$ cat config.mk
export PLATFORM = sky130hd
export DESIGN_NAME = ppls_delay
export DESIGN_NICKNAME = d
export VERILOG_FILES = /design/src/rtl/phong_point_light_shader_unit_defines.svh /design/src/rtl/ppls_delay.sv
export SDC_FILE = /design/constraint.sdc
export NUM_CORES = 1
export LEC_CHECK = 0
export BUFFER_PORTS_ARGS = -buffer_cell sky130_fd_sc_hd__buf_2
export CORE_ASPECT_RATIO = 0.8
export CORE_MARGIN = 4
export CORE_UTILIZATION = 25
export DETAILED_ROUTE_END_ITERATION = 6
export PLACE_DENSITY_LB_ADDON = 0.1
export SLEW_MARGIN = 10
export SYNTH_ARGS = -nofsm -noshare
export SYNTH_HDL_FRONTEND = slang
export SYNTH_SLANG_ARGS = --single-unit
$ cat constraint.sdc
create_clock -name clk -period 1.2 [get_ports clk]
set_clock_uncertainty 0.05 [all_clocks]
set_input_delay 0.06 -clock clk [delete_from_list [all_inputs] [get_ports clk]]
set_output_delay 0.06 -clock clk [all_outputs]
set_load 0.01 [all_outputs]
$ cat src/rtl/phong_point_light_shader_unit_defines.svh
// assertion macros for the shader unit
// both expect clk and rst_n in scope
`ifndef PHONG_POINT_LIGHT_SHADER_UNIT_DEFINES_SVH
`define PHONG_POINT_LIGHT_SHADER_UNIT_DEFINES_SVH

`ifndef NO_ASSERTIONS
// consequent holds in the same cycle
`define PPLS_CHECK_SAME(lbl, ante, cons) \
    lbl: assert property (@(posedge clk) disable iff (!rst_n) (ante) |-> (cons)) \
        else $error("shader unit check failed");
// consequent holds in the cycle after the antecedent
`define PPLS_CHECK_NEXT(lbl, ante, cons) \
    lbl: assert property (@(posedge clk) disable iff (!rst_n) (ante) |=> (cons)) \
        else $error("shader unit check failed");
`else
`define PPLS_CHECK_SAME(lbl, ante, cons)
`define PPLS_CHECK_NEXT(lbl, ante, cons)
`endif

`endif

$ cat src/rtl/ppls_delay.sv
`default_nettype none

module ppls_delay #(
    parameter int W     = 16,
    parameter int DEPTH = 4
) (
    input  logic         clk,
    input  logic         rst_n,
    input  logic         en,
    input  logic         in_valid,
    input  logic [W-1:0] in_data,
    output logic         out_valid,
    output logic [W-1:0] out_data
);

    logic         vld_reg [DEPTH];
    logic [W-1:0] dat_reg [DEPTH];

    // valid line
    always_ff @(posedge clk or negedge rst_n)
    begin
        if (!rst_n)
        begin
            for (int k = 0; k < DEPTH; k++)
                vld_reg[k] <= 1'b0;
        end
        else if (en)
        begin
            vld_reg[0] <= in_valid;
            for (int k = 1; k < DEPTH; k++)
                vld_reg[k] <= vld_reg[k-1];
        end
    end

    // data line
    always_ff @(posedge clk)
    begin
        if (en)
        begin
            dat_reg[0] <= in_data;
            for (int k = 1; k < DEPTH; k++)
                dat_reg[k] <= dat_reg[k-1];
        end
    end

    assign out_valid = vld_reg[DEPTH-1];
    assign out_data  = dat_reg[DEPTH-1];

endmodule

`default_nettype wire

Word-level counts from Yosys, hierarchy flattened --
Memory sizes are Yosys's and may differ from the RTL's. Index checks and enable logic that the tools add are counted. W data, S select, Z words.
Operators by class: $add $sub $neg 0, $mul 0, divide/modulo/power cells 0, $lt $le $gt $ge 0, equal/unequal tests 0, shift-type cells 0, mux-type cells 2, bitwise gates (word level) 0, reduce and logical (&&, ||, !) cells 0
Operator list (number):
- $mux W1 | 2
Word-level totals: flip-flop bits (word level) 4, latch bits 0, RAM bits 64, memory bits (read-only) 0, bits of input ports 20, word-level logic and storage cells 7, memories 1
Memories:
- dat_reg | depth 4, width 16, read ports 4, clocked after memory_dff 0, wr ports 4, RTL line ppls_delay.sv:17 | logic [W-1:0] dat_reg [DEPTH];

Logic depth before layout (Yosys ltp) --
depth after elaboration 2, gate-level depth with buffers 1

Worst setup path after synthesis --
Ideal clock, no wire load.
kind reg2reg, start reg out_valid (netlist name), end reg vld_reg, in the netlist out_valid, arrival 0.645 ns, path slack 0.381 ns, cell stages (with the launch flop) 2, path buffers 0, period minus slack after synthesis 0.819 ns, cells stage by stage dfrtp_1 -> mux2_2
RTL lines:
- end signal: indexed assignment | RTL line ppls_delay.sv:31 | vld_reg[k] <= vld_reg[k-1];
- end: declaration | RTL line ppls_delay.sv:16 | logic vld_reg [DEPTH];

==> impl_metrics.sql <==
INSERT INTO impl_metrics (metric_group, metric, value, unit) VALUES
('setup_path', 'worst-r2r-setup-slack', '0.41', 'ns'),
('clocking', 'clock_tree_from_tritoncts', 'yes', ''),
('layout', 'area_occupied_by_multi_input_gates', '45.0', 'um2'),
('floorplanning', 'rows', '29', ''),
('run', 'maxCapViolCount', '0', ''),
('layout', 'largest_register_ffs', '64', ''),
('setup_path', 'worstPathRequired', '1.09', 'ns'),
('clocking', 'postCtsHoldBufs', '19', ''),
('sta', 'setup_viol_count_final', '0', ''),
('global_route', 'gr-total-overflow', '0', ''),
('drt', 'num_vias', '901', ''),
('setup_path', 'critical_path.max_fanout', '1', ''),
('clocking', 'worst_setup_hold_path_clk_slew', '0.06', 'ns'),
('global_route', 'grt_first_pass_wirelength', '4.22', 'mm'),
('drt', 'drt_iter0_drc', '25', ''),
('clocking', 'cts.sink_count', '68', ''),
('yosys', 'count_of_synthesis_stage_warnings_from_yosys', '0', ''),
('sta', 'max_slew_margin', '85.0', '%'),
('clocking', 'cts-htree-levels', '3', ''),
('yosys', 'synth_area_per_cell', '28.7', 'um2'),
('floorplanning', 'die_height', '89.3', 'um'),
('setup_path', 'critical-path-slowest-cell', 'sky130_fd_sc_hd__edfxtp_1', ''),
('yosys', 'synthesis.nets', '92', ''),
('setup_path', 'crit_path_cell_trace', 'buf_2', ''),
('layout', 'area.sequential', '2020', 'um2'),
('sta', 'rsz0062_at_grt', 'false', ''),
('placement', 'number_of_instances_in_the_placed_design', '218', ''),
('global_route', 'grt_start_max_net_pins', '43', ''),
('yosys', 'synth_cells', '72', ''),
('layout', 'layout_commonest_cell', 'sky130_fd_sc_hd__edfxtp_1', ''),
('setup_path', 'worstPathBufferInverterCount', '1', ''),
('setup_path', 'max_stage_delay', '0.41', 'ns'),
('clocking', 'post_cts_repair_resize_count', '0', ''),
('floorplanning', 'initial_utilization', '25.9', '%'),
('power', 'net-switching-power', '898', 'uW'),
('setup_path', 'crit_path_end_kind', 'primary output', ''),
('drt', 'antenna_violating_nets_post_route', '0', ''),
('layout', 'layout.nets', '160', ''),
('floorplanning', 'io-pin-count', '37', ''),
('global_route', 'via_count_of_the_first_global_routing_pass', '902', ''),
('setup_path', 'worstPathArrival', '0.90', 'ns'),
('global_route', 'grt_use_total', '6.23', '%'),
('layout', 'ant_diodes', '0', ''),
('layout', 'layout-drive-gt1-share', '37.9', '%'),
('yosys', 'synthDistinctLibCells', '3', ''),
('yosys', 'syn_area', '2070', 'um2'),
('clocking', 'clockBufferDepth', '2', ''),
('sta', 'clock.fmax', '0.992', 'GHz'),
('placement', 'place_congestion', '0.573', ''),
('sta', 'hold_viol', '0', ''),
('sta', 'final_max_slew_viol_count', '0', ''),
('sta', 'fin_crit_sh', '84.0', '%'),
('sta', 'tns', '0', 'ns'),
('sta', 'period_needed', '1.01', 'ns'),
('setup_path', 'cpLargestDelayFamily', 'flip-flops', ''),
('floorplanning', 'chipWidth', '110', 'um'),
('drt', 'finalWirelength', '2.73', 'mm'),
('run_status', 'outcome', 'complete, no violations', ''),
('global_route', 'grt_antenna_before_repair', '0', ''),
('floorplanning', 'core_region_area', '7980', 'um2'),
('drt', 'avgViaCountPerCell', '3.56', ''),
('setup_path', 'criticalPathCategory', 'reg -> out', ''),
('layout', 'final_layout_fill_cell_count', '764', ''),
('layout', 'layout.cells.most_common_list', 'sky130_fd_sc_hd__edfxtp_1 (64), sky130_fd_sc_hd__buf_2 (36), sky130_fd_sc_hd__dlygate4sd3_1 (19)', ''),
('sta', 'tightestPinTransition', '0.225', 'ns'),
('setup_path', 'critPathLaunchType', 'flop', ''),
('power', 'ir_drop', '679', 'uV'),
('floorplanning', 'die_area', '9800', 'um2'),
('layout', 'final-instance-count-excl-fill', '253', ''),
('drt', 'drt-wirelength-per-cell', '10.8', 'um'),
('clocking', 'cts_setup_buffers', '0', '');
through the flow:
step / utilization (%) / worst slack, ns
6_report: 35.3 / 0.192
3_3_place_gp: 30.3 / 0.289
3_5_place_dp: 30.3 / 0.271
2_1_floorplan: - / 0.381
5_1_grt: 35.3 / 0.137
4_1_cts: 35.3 / 0.153
kinds of logic (layout without fill, tap and decap cells):
family   after synthesis  after routing  share of synthesized area [%]
buf+inv                0             73                              0
mux                    4              4                           2.18
flops                 68             68                           97.8
power by group through the flow:
stage               registers (mW)  logic (mW)  clock network, mW
floorplan                     2.90      0.0225                  0
global placement              2.88       0.174                  0
detailed placement            2.89       0.179                  0
CTS                           2.84       0.227               2.00
global route                  2.85       0.242               2.09
finish                        2.83       0.219               1.89
final timing paths:
check / depth (start not counted) / startpoint / end
max: 1 / dat_reg[3][3]$_DFFE_PP_ / out_data[3]
min: 2 / en / dat_reg[1][7]$_DFFE_PP_
max reg2reg: 1 / vld_reg[3]$_DFFE_PN0P_ / vld_reg[2]$_DFFE_PN0P_
min reg2reg: 0 / dat_reg[1][8]$_DFFE_PP_ / dat_reg[2][8]$_DFFE_PP_
max in group asynchronous: 3 / rst_n / out_valid$_DFFE_PN0P_
min in group asynchronous: 3 / rst_n / vld_reg[2]$_DFFE_PN0P_
layout make-up:
type | count | area share, %
well taps | 108 | 4.79
multi-input cells | 4 | 1.60
repair buffers | 57 | 14.6
clock inverters | 1 | 1.07
flip-flops and latches | 68 | 71.7
clock buffers | 15 | 6.26
cell usage after synthesis:
cell	number	area [um2]
sky130_fd_sc_hd__mux2_2	4	45.0
sky130_fd_sc_hd__dfrtp_1	4	100
sky130_fd_sc_hd__edfxtp_1	64	1920
per-layer routing:
| metal | routed length [um] | part of all wire [%] | track usage, % | vias to the layer above |
|---|---|---|---|---|
| met3 | 266 | 9.7 | 4.69 | 8 |
| met1 | 1070 | 39 | 6.05 | 442 |
| li1 | - | - | - | 423 |
| met4 | 73 | 2.7 | 4.08 | 0 |
| met2 | 1320 | 48 | 9.36 | 28 |
| met5 | 0 | 0 | 0 | - |
(Power assumes the default switching activity.)
